**config.mk**
```make
export PLATFORM = sky130hd
export DESIGN_NAME = keypad_matrix_event_tracker_top
export DESIGN_NICKNAME = d
export VERILOG_FILES = /design/src/kmet_pkg.sv /design/src/kmet_diff_unit.sv /design/src/kmet_evt_buf.sv /design/src/keypad_matrix_event_tracker_top.sv
export SDC_FILE = /design/constraint.sdc
export NUM_CORES = 1
export LEC_CHECK = 0
export BUFFER_PORTS_ARGS = -buffer_cell sky130_fd_sc_hd__buf_2
export CAP_MARGIN = 20
export CORE_UTILIZATION = 35
export DETAILED_ROUTE_END_ITERATION = 8
export SYNTH_ARGS = -nofsm -noshare
export SYNTH_HDL_FRONTEND = slang
export SYNTH_HIERARCHICAL = 1
export SYNTH_SLANG_ARGS = --single-unit
```
**constraint.sdc**
```tcl
create_clock -name clk -period 5.4 [get_ports clk]
set_input_delay 0.81 -clock clk [delete_from_list [all_inputs] [get_ports clk]]
set_output_delay 0.81 -clock clk [all_outputs]
set_load 0.01 [all_outputs]
```
**src/kmet_pkg.sv**
```systemverilog
`timescale 1ns / 1ps

package kmet_pkg;

	// Field widths of the ports.
	localparam int CMD_W      = 2;
	localparam int WORD_W     = 16;
	localparam int LOW_W      = 8;
	localparam int KIND_W     = 2;
	localparam int ROW_W      = 3;
	localparam int COL_W      = 3;
	localparam int CNT_W      = 7;
	localparam int ROWS_CFG_W = 4;
	localparam int TMO_W      = 16;
	localparam int CFG_IDX_W  = 1;
	localparam int CFG_DATA_W = 16;

	// Default matrix size.
	localparam int MAX_ROWS_DEF = 8;
	localparam int MAX_COLS_DEF = 8;

	// Commands.
	localparam logic [CMD_W-1:0] CMD_SCAN  = 2'd0;
	localparam logic [CMD_W-1:0] CMD_TICK  = 2'd1;
	localparam logic [CMD_W-1:0] CMD_ERROR = 2'd2;

	// Event kinds.
	localparam logic [KIND_W-1:0] EV_PRESS   = 2'd0;
	localparam logic [KIND_W-1:0] EV_RELEASE = 2'd1;
	localparam logic [KIND_W-1:0] EV_BADROW  = 2'd2;

	// Configuration register indexes and reset values.
	localparam logic [CFG_IDX_W-1:0]  CFG_ROWS    = 1'd0;
	localparam logic [CFG_IDX_W-1:0]  CFG_TIMEOUT = 1'd1;
	localparam logic [ROWS_CFG_W-1:0] ROWS_RST    = 4'd8;
	localparam logic [TMO_W-1:0]      TMO_RST     = 16'd20;

	typedef struct packed {
		logic [KIND_W-1:0] kind;
		logic [ROW_W-1:0]  row;
		logic [COL_W-1:0]  col;
		logic [CNT_W-1:0]  count;
	} kmet_evt_t;

	typedef struct packed {
		logic push;
		logic fin;
	} kmet_buf_ctl_t;

	typedef struct packed {
		logic room;
		logic pend_v;
	} kmet_buf_sts_t;

endpackage

```
**src/kmet_diff_unit.sv**
```systemverilog
`timescale 1ns / 1ps

module kmet_diff_unit #(
	parameter int MAX_COLS = kmet_pkg::MAX_COLS_DEF
) (
	input  logic [MAX_COLS-1:0]       old_cols,
	input  logic [MAX_COLS-1:0]       new_cols,
	input  logic [kmet_pkg::CNT_W-1:0] held,
	output logic                      found,
	output logic [kmet_pkg::COL_W-1:0] col,
	output logic                      press,
	output logic [MAX_COLS-1:0]       upd_cols,
	output logic [kmet_pkg::CNT_W-1:0] held_next
);
	import kmet_pkg::*;

	logic [MAX_COLS-1:0] diff;
	logic [MAX_COLS-1:0] low_bit;

	// The lowest differing column is handled first, so events come out in
	// ascending column order.
	assign diff    = old_cols ^ new_cols;
	assign low_bit = diff & (~diff + {{(MAX_COLS-1){1'b0}}, 1'b1});
	assign found   = |diff;
	assign press   = |(new_cols & low_bit);
	assign upd_cols = old_cols ^ low_bit;
	assign held_next = press ? held + {{(CNT_W-1){1'b0}}, 1'b1}
	                         : held - {{(CNT_W-1){1'b0}}, 1'b1};

	always_comb begin
		col = '0;
		for (int c = MAX_COLS - 1; c >= 0; c--) begin
			if (diff[c]) begin
				col = COL_W'(c);
			end
		end
	end

endmodule

```
**src/kmet_evt_buf.sv**
```systemverilog
`timescale 1ns / 1ps

module kmet_evt_buf (
	input  logic                      clk,
	input  logic                      arst_n,
	input  kmet_pkg::kmet_buf_ctl_t   ctl,
	input  kmet_pkg::kmet_evt_t       evt,
	output kmet_pkg::kmet_buf_sts_t   sts,
	output logic                      out_valid,
	input  logic                      out_stall,
	output logic [kmet_pkg::KIND_W-1:0] event_kind,
	output logic [kmet_pkg::ROW_W-1:0]  key_row,
	output logic [kmet_pkg::COL_W-1:0]  key_col,
	output logic [kmet_pkg::CNT_W-1:0]  pressed_count,
	output logic                      last_event
);
	import kmet_pkg::*;

	// One event is held back so that the last one of an item can be marked.
	logic      pend_v_q;
	kmet_evt_t pend_q;
	logic      out_v_q;
	kmet_evt_t out_q;
	logic      last_q;
	logic      out_free;
	logic      load_push;
	logic      load_fin;

	assign out_free  = !out_v_q || !out_stall;
	assign sts.room   = !pend_v_q || out_free;
	assign sts.pend_v = pend_v_q;
	assign load_push = ctl.push && pend_v_q && out_free;
	assign load_fin  = ctl.fin && pend_v_q && out_free;

	always_ff @(posedge clk or negedge arst_n) begin
		if (!arst_n) begin
			pend_v_q <= 1'b0;
			out_v_q  <= 1'b0;
		end else begin
			if (ctl.push && sts.room) begin
				pend_v_q <= 1'b1;
			end else if (load_fin) begin
				pend_v_q <= 1'b0;
			end
			if (load_push || load_fin) begin
				out_v_q <= 1'b1;
			end else if (!out_stall) begin
				out_v_q <= 1'b0;
			end
		end
	end

	always_ff @(posedge clk) begin
		if (ctl.push && sts.room) begin
			pend_q <= evt;
		end
		if (load_push || load_fin) begin
			out_q  <= pend_q;
			last_q <= load_fin;
		end
	end

	assign out_valid     = out_v_q;
	assign event_kind    = out_q.kind;
	assign key_row       = out_q.row;
	assign key_col       = out_q.col;
	assign pressed_count = out_q.count;
	assign last_event    = last_q;

endmodule

```
**src/keypad_matrix_event_tracker_top.sv**
```systemverilog
`timescale 1ns / 1ps
// Output: a bad row result passes the hold-back stage and then the output register; a key
// event waits in the hold-back stage until the next event is found or the sweep ends.
// A new item is taken only in idle: the shared diff unit finds one key change at a time as
// the row sweep visits each row, and out stalls hold the sweep and the flush back.
// Reset (arst_n low): key map, held count, idle counter and last row clear at once,
// rows_in_use returns to 8 and release_timeout to 20.

module keypad_matrix_event_tracker_top #(
	parameter int MAX_ROWS = kmet_pkg::MAX_ROWS_DEF,
	parameter int MAX_COLS = kmet_pkg::MAX_COLS_DEF
) (
	input  logic                          clk,
	input  logic                          arst_n,
	input  logic                          cfg_we,
	input  logic [kmet_pkg::CFG_IDX_W-1:0]  cfg_index,
	input  logic [kmet_pkg::CFG_DATA_W-1:0] cfg_data,
	input  logic                          in_valid,
	output logic                          in_stall,
	input  logic [kmet_pkg::CMD_W-1:0]      command,
	input  logic [kmet_pkg::WORD_W-1:0]     key_word,
	output logic                          out_valid,
	input  logic                          out_stall,
	output logic [kmet_pkg::KIND_W-1:0]     event_kind,
	output logic [kmet_pkg::ROW_W-1:0]      key_row,
	output logic [kmet_pkg::COL_W-1:0]      key_col,
	output logic [kmet_pkg::CNT_W-1:0]      pressed_count,
	output logic                          last_event
);
	import kmet_pkg::*;

	localparam int RIDX_W = (MAX_ROWS > 1) ? $clog2(MAX_ROWS) : 1;
	localparam logic [ROW_W-1:0] LAST_ROW = ROW_W'(MAX_ROWS - 1);

	// Sequencer states.
	localparam logic [1:0] ST_IDLE  = 2'd0;
	localparam logic [1:0] ST_SWEEP = 2'd1;
	localparam logic [1:0] ST_FLUSH = 2'd2;

	// Configuration registers.
	logic [ROWS_CFG_W-1:0] rows_q;
	logic [TMO_W-1:0]      timeout_q;

	// Tracker state. The key map is one row of column bits per matrix row.
	logic [MAX_COLS-1:0] map_q [MAX_ROWS];
	logic [ROW_W-1:0]    prev_q;
	logic [CNT_W-1:0]    held_q;
	logic [TMO_W-1:0]    idle_q;

	// Sweep control.
	logic [1:0]          state_q;
	logic [ROW_W-1:0]    cur_row_q;
	logic [ROW_W-1:0]    tgt_row_q;
	logic [MAX_COLS-1:0] tgt_cols_q;
	logic                rel_all_q;

	logic                accept;
	logic [ROWS_CFG_W-1:0] eff_rows;
	logic [LOW_W-1:0]    low;
	logic                one_hot;
	logic [ROW_W-1:0]    row_enc;
	logic                bad_row;
	logic [TMO_W-1:0]    tick_next;
	logic                tick_release;
	logic [ROW_W-1:0]    first_row;

	logic [MAX_COLS-1:0] old_cols;
	logic [MAX_COLS-1:0] new_cols;
	logic                d_found;
	logic [COL_W-1:0]    d_col;
	logic                d_press;
	logic [MAX_COLS-1:0] d_upd;
	logic [CNT_W-1:0]    d_held;
	logic                sweep_last;

	kmet_buf_ctl_t buf_ctl;
	kmet_buf_sts_t buf_sts;
	kmet_evt_t     evt;

	// Next row in scan order, wrapping at the effective row count.
	function automatic logic [ROW_W-1:0] next_row(input logic [ROW_W-1:0] r,
			input logic [ROWS_CFG_W-1:0] n);
		logic [ROWS_CFG_W-1:0] s;
		s = {1'b0, r} + {{(ROWS_CFG_W-1){1'b0}}, 1'b1};
		return (s >= n) ? '0 : s[ROW_W-1:0];
	endfunction

	assign accept   = in_valid && !in_stall;
	assign in_stall = (state_q != ST_IDLE);

	// A row count of zero acts as one, and a count above the matrix acts as the matrix.
	always_comb begin
		eff_rows = rows_q;
		if (rows_q == '0) begin
			eff_rows = {{(ROWS_CFG_W-1){1'b0}}, 1'b1};
		end else if (rows_q > ROWS_CFG_W'(MAX_ROWS)) begin
			eff_rows = ROWS_CFG_W'(MAX_ROWS);
		end
	end

	// Row select decode of a scan word.
	assign low     = key_word[LOW_W-1:0];
	assign one_hot = (low != '0) && ((low & (low - {{(LOW_W-1){1'b0}}, 1'b1})) == '0);
	always_comb begin
		row_enc = '0;
		for (int i = 0; i < LOW_W; i++) begin
			if (low[i]) begin
				row_enc = ROW_W'(i);
			end
		end
	end
	assign bad_row   = !one_hot || ({1'b0, row_enc} >= eff_rows);
	assign first_row = next_row(prev_q, eff_rows);

	// Idle tick: the counter saturates, and a timeout releases every held key.
	assign tick_next    = (idle_q == '1) ? idle_q : idle_q + {{(TMO_W-1){1'b0}}, 1'b1};
	assign tick_release = (held_q != '0) && (tick_next > timeout_q);

	// The row under the sweep is compared against what it should now hold.
	// Skipped rows and every row of a release go to all zeros.
	assign old_cols = map_q[cur_row_q[RIDX_W-1:0]];
	assign new_cols = (!rel_all_q && (cur_row_q == tgt_row_q)) ? tgt_cols_q : '0;
	assign sweep_last = rel_all_q ? (cur_row_q == LAST_ROW) : (cur_row_q == tgt_row_q);

	kmet_diff_unit #(
		.MAX_COLS (MAX_COLS)
	) u_diff (
		.old_cols  (old_cols),
		.new_cols  (new_cols),
		.held      (held_q),
		.found     (d_found),
		.col       (d_col),
		.press     (d_press),
		.upd_cols  (d_upd),
		.held_next (d_held)
	);

	// A bad row reports straight from the accept cycle; the buffer is empty in idle.
	always_comb begin
		buf_ctl.push = 1'b0;
		buf_ctl.fin  = (state_q == ST_FLUSH);
		evt.kind     = d_press ? EV_PRESS : EV_RELEASE;
		evt.row      = cur_row_q;
		evt.col      = d_col;
		evt.count    = d_held;
		if (state_q == ST_IDLE) begin
			buf_ctl.push = accept && (command == CMD_SCAN) && bad_row;
			evt.kind     = EV_BADROW;
			evt.row      = '0;
			evt.col      = '0;
			evt.count    = held_q;
		end else if (state_q == ST_SWEEP) begin
			buf_ctl.push = d_found;
		end
	end

	kmet_evt_buf u_buf (
		.clk           (clk),
		.arst_n        (arst_n),
		.ctl           (buf_ctl),
		.evt           (evt),
		.sts           (buf_sts),
		.out_valid     (out_valid),
		.out_stall     (out_stall),
		.event_kind    (event_kind),
		.key_row       (key_row),
		.key_col       (key_col),
		.pressed_count (pressed_count),
		.last_event    (last_event)
	);

	always_ff @(posedge clk or negedge arst_n) begin
		if (!arst_n) begin
			rows_q    <= ROWS_RST;
			timeout_q <= TMO_RST;
		end else if (cfg_we) begin
			case (cfg_index)
				CFG_ROWS:    rows_q    <= cfg_data[ROWS_CFG_W-1:0];
				CFG_TIMEOUT: timeout_q <= cfg_data[TMO_W-1:0];
				default:     ;
			endcase
		end
	end

	always_ff @(posedge clk or negedge arst_n) begin
		if (!arst_n) begin
			state_q   <= ST_IDLE;
			prev_q    <= '0;
			held_q    <= '0;
			idle_q    <= '0;
			cur_row_q <= '0;
			tgt_row_q <= '0;
			tgt_cols_q <= '0;
			rel_all_q <= 1'b0;
			for (int r = 0; r < MAX_ROWS; r++) begin
				map_q[r] <= '0;
			end
		end else begin
			case (state_q)
				ST_IDLE: begin
					if (accept) begin
						case (command)
							CMD_SCAN: begin
								idle_q <= '0;
								if (bad_row) begin
									state_q <= ST_FLUSH;
								end else begin
									prev_q     <= row_enc;
									tgt_row_q  <= row_enc;
									tgt_cols_q <= key_word[LOW_W +: MAX_COLS];
									cur_row_q  <= first_row;
									rel_all_q  <= 1'b0;
									state_q    <= ST_SWEEP;
								end
							end
							CMD_TICK: begin
								idle_q <= tick_next;
								if (tick_release) begin
									cur_row_q <= '0;
									rel_all_q <= 1'b1;
									state_q   <= ST_SWEEP;
								end
							end
							CMD_ERROR: begin
								idle_q    <= '0;
								cur_row_q <= '0;
								rel_all_q <= 1'b1;
								state_q   <= ST_SWEEP;
							end
							default: ;
						endcase
					end
				end
				ST_SWEEP: begin
					if (d_found) begin
						if (buf_sts.room) begin
							map_q[cur_row_q[RIDX_W-1:0]] <= d_upd;
							held_q <= d_held;
						end
					end else if (sweep_last) begin
						state_q <= ST_FLUSH;
					end else if (rel_all_q) begin
						cur_row_q <= cur_row_q + {{(ROW_W-1){1'b0}}, 1'b1};
					end else begin
						cur_row_q <= next_row(cur_row_q, eff_rows);
					end
				end
				ST_FLUSH: begin
					if (buf_sts.room) begin
						state_q <= ST_IDLE;
					end
				end
				default: state_q <= ST_IDLE;
			endcase
		end
	end

	// The held count never exceeds the number of keys in the matrix.
	a_count_bound: assert property (@(posedge clk) disable iff (!arst_n)
		held_q <= CNT_W'(MAX_ROWS * MAX_COLS))
		else $error("held key count exceeds matrix size");

	// Every event of an item has left the hold-back stage before the next item.
	a_idle_empty: assert property (@(posedge clk) disable iff (!arst_n)
		(state_q == ST_IDLE) |-> !buf_sts.pend_v)
		else $error("event left pending while idle");

	// After a full release no key is counted as held.
	a_release_zero: assert property (@(posedge clk) disable iff (!arst_n)
		(state_q == ST_FLUSH && rel_all_q) |-> (held_q == '0))
		else $error("keys still counted after release of all keys");

	// A bad row item goes straight to the flush with its single event pending.
	a_bad_flush: assert property (@(posedge clk) disable iff (!arst_n)
		(state_q == ST_IDLE && accept && command == CMD_SCAN && bad_row) |=>
		(state_q == ST_FLUSH && buf_sts.pend_v))
		else $error("bad row item did not produce its event");

endmodule
```
Yosys cells after proc, flatten, opt, wreduce, memory -nomap -nowiden --
Cells that the tools add are included.
Word-level totals: bits in registers 157, logic and storage cells 175, output and inout port bits 18, input bits 40
Cells by class: $lt $le $gt $ge 7, multiplexer cells 56, eq/ne operators 18, bitwise gates (word level) 9, add/subtract/negate cells 8, reductions and logical operators 47
Operators with widths (count):
- bitwise mux 64 bit | 1
- two-way mux 3 bit | 21
- two-way mux 8 bit | 4
- one-hot mux 16 bit (2 select lines) | 1
- bitwise AND 8 bit | 3
- binary-select mux 8 bit (select 3 bit) | 1
- demux 8 bit (select 3 bit) | 1
- adder 16 x 1 -> 16 bit (second input constant) | 1
- == test 16 bit (second input constant) | 1
- > comparator 16 bit | 1
- two-way mux 16 bit | 1
- OR reduction 8 bit | 2
- XOR 8 bit | 2
- two-way mux 7 bit | 2
- != test 2 bit (second input constant) | 7
- logical AND 1 bit | 12
- two-way mux 2 bit | 6
- one-hot mux 2 bit (3 select lines) | 2
- two-way mux 1 bit | 11
- one-hot mux 3 bit (3 select lines) | 1
- adder 3 x 1 -> 4 bit (second input constant) | 2
- adder 8 x 1 -> 8 bit (second input constant) | 1
- greater-or-equal comparator 4 bit | 2
- logical NOT 8 bit | 1
- other kinds (38) | 58

Longest topological paths before layout --
depth in word-level cells 15, depth in mapped cells 19

By module --
The synthesis kept the hierarchy.
By module, submodules not included:
- keypad_matrix_event_tracker_top | instances 1, area each 7066.8 µm², seq. area each 3106.7 µm², cells each 647
- kmet_evt_buf | instances 1, area each 1047.3 µm², seq. area each 980.9 µm², cells each 44
- kmet_diff_unit | instances 1, area each 661.9 µm², seq. area each 0.0 µm², cells each 91

Worst setup path before layout --
OpenSTA, ideal clock, no wires.
kind register to register, start register cur_row_q[0], end register u_buf/pend_q[6] (netlist name), data pin, period minus slack after synthesis 4.534 ns, setup time 0.260 ns, stages on the path, launching flop included 17, data arrival time 4.274 ns, slack 0.866 ns, cells stage by stage dfrtp_1 > buf_1 > clkbuf_1 > buf_2 > a31oi_1 > o221ai_1 > xnor2_1 > and2_4 > o2111a_2 > o31a_1 > nor2b_1 > ha_1 > nor2b_1 > o311a_1 > a311oi_1 > o32ai_1 > mux2_2
RTL lines:
- start: declaration | RTL line keypad_matrix_event_tracker_top.sv:52 | logic [ROW_W-1:0] cur_row_q;
- start signal: assignment | RTL line keypad_matrix_event_tracker_top.sv:211 | cur_row_q <= first_row;
- start signal: assignment | RTL line keypad_matrix_event_tracker_top.sv:243 | cur_row_q <= cur_row_q + {{(ROW_W-1){1'b0}}, 1'b1};
- start signal: assignment | RTL line keypad_matrix_event_tracker_top.sv:245 | cur_row_q <= next_row(cur_row_q, eff_rows);
- end signal: assignment | RTL line kmet_evt_buf.sv:55 | pend_q <= evt;
- end: declaration | RTL line kmet_evt_buf.sv:21 | kmet_evt_t pend_q;

==> results.tsv <==
metric	value	unit
initial drt markers	385	
CP Max Fanout	20	
antenna violations before repair	1	
Residual DRC	0	
syn nets	863	
crit start category	flip-flop	
CTS tree	built	
number of CTS-inserted buffers	17	
total power	4.06	mW
Fillers	2335	
Max Clock Freq	208	MHz
clk root buf	clkbuf_16	
post-synthesis cell area	0.00877	mm2
via count	6191	
final hold vios	0	
CP top delay family	compound AO/OA/AOI/OAI gates	
Avg Inst Size Synth	11.2	um2
slew margin rel.	0.329	
I/O Pins	58	
die width	160	um
FP Rows	57	
Post-CTS Setup Bufs	0	
largest net degree at the start of global routing	50	
Critical Path Sink Type	flip-flop	
Seq. cell area	0.00409	mm2
first-pass iteration count of the detailed router	5	
most frequent cells in the layout	123 x dfrtp_1, 100 x mux2_2, 66 x nand2_1	
vias in the first global route	6097	
Core ar.	0.0245	mm2
Nets	932	
final core utilization	0.411	
Worst Path Buf+Inv	0	
gpl congestion	0.804	
CP required	5.59	ns
Inst Count DP	1155	
GRT overflow	0	
H-tree depth	4	
Worst VDD drop	0.000179	V
Slowest cell on crit path	dfrtp_1	
Lkg Pwr	4.67	nW
CP Cell Sequence	nor2b_1 > a22oi_1 > o221ai_1 > xnor2_1 > and2_4 > o2111a_2 > o31a_1 > nor2b_1 > ha_1 > nor2b_1 > o311a_1 > a311oi_1 > o32ai_1 > mux2_2	
area grow syn2layout	14.7	%
Critical path origin	cur_row_q[1]	
Tcrit/Tclk final	0.889	
Die H	160	um
fin. max-slew vios	0	
Final Setup Violations	0	
status	finished clean	
number of port buffers	57	
first-pass GRT wire length	32.5	mm
gr usage total	0.161	
share of cells above drive strength 1	0.275	
reg2reg start	cur_row_q[1]	
drt total wl	19.4	mm
Finished Layout Cells	1188	
Hold WC Path Type	in -> async	
worst path arrival time	4.99	ns
cts hold-fix bufs	0	
CTS Sinks	157	
Mapped Cells	781	
synth warn	6	
P per Cell Area	403	mW/mm2
Die Area	0.0257	mm2
Worst Setup Path Type	reg -> reg	
clock slew at the register clock pins of the worst setup and hold paths	0.07	ns
Final TNS setup	0	ns
Worst-Margin Slew	0.996	ns
Final min period	4.80	ns
post-cts resize count	0	
Starting Density	0.358	
DP HPWL	14.1	mm
crit-path max cell delay	0.80	ns
Most Frequent Cell on Critical Path	nor2b_1	
CTS Buffer Depth	2	
vias per inst	5.21	
unrepaired setup endpoints after global routing	false	
Clock Latency Late Sink	0.43	ns
post-route antenna net violation count	0	
area of the multi-input gates	0.00445	mm2
Max Cap Viol	0	
commonest non-fill, non-tap cell in the layout	dfrtp_1	
Worst Skew	0.0120	ns
DR WL/cell	16.3	um
## flip-flops by register name (all words and copies together), names as in the netlist
register / count
map_q: 64
idle_q: 16
timeout_q: 16
u_buf/pend_q: 15
tgt_cols_q: 8
held_q: 7
u_buf/pressed_count: 7
rows_q: 4
cur_row_q: 3
tgt_row_q: 3
u_buf/key_col: 3
u_buf/key_row: 3
state_q: 2
u_buf/event_kind: 2
rel_all_q: 1
u_buf/last_event: 1
u_buf/out_valid: 1
u_buf/pend_v_q: 1
## area by class of cell
type	instances	share of cell area
repair buffers	70	0.0396
well taps	324	0.0403
flip-flops and latches	157	0.407
multi-input cells	564	0.442
diodes	1	0.000249
clock inverters	13	0.0121
inverters	40	0.0149
clock buffers	19	0.0441
## routing by layer
layer	track usage	wire length, um
met1	0.230	9790
met5	0	0
met4	0.0645	393
met3	0.0265	636
met2	0.242	8590
## power by group
group / internal [mW] / switching [mW] / leakage, nW
Clock: 0.620 / 0.539 / 0.273
Combinational: 0.573 / 0.764 / 2.41
Sequential: 1.42 / 0.139 / 1.98
## through the flow
stage	area [um2]	setup slack, ns	hold slack [ns]
finish	10100	0.599	0.390
global route	10100	0.281	0.425
detailed placement	9490	0.651	0.405
global placement	9490	0.795	0.401
CTS	10100	0.625	0.398
floorplan	8770	0.866	0.400
## final timing paths
path | to | slack (ns) | cells past startpoint
max | u_buf/pend_q[6] | 0.60 | 14
min | rows_q[2] | 0.39 | 1
max reg2reg | u_buf/pend_q[6] | 0.60 | 14
min reg2reg | u_buf/pressed_count[2] | 0.42 | 0
max in group asynchronous | cur_row_q[2] | 3.92 | 2
min in group clk | u_buf/pressed_count[2] | 0.42 | 0
Note: power is estimated with default switching activity, not from simulation.
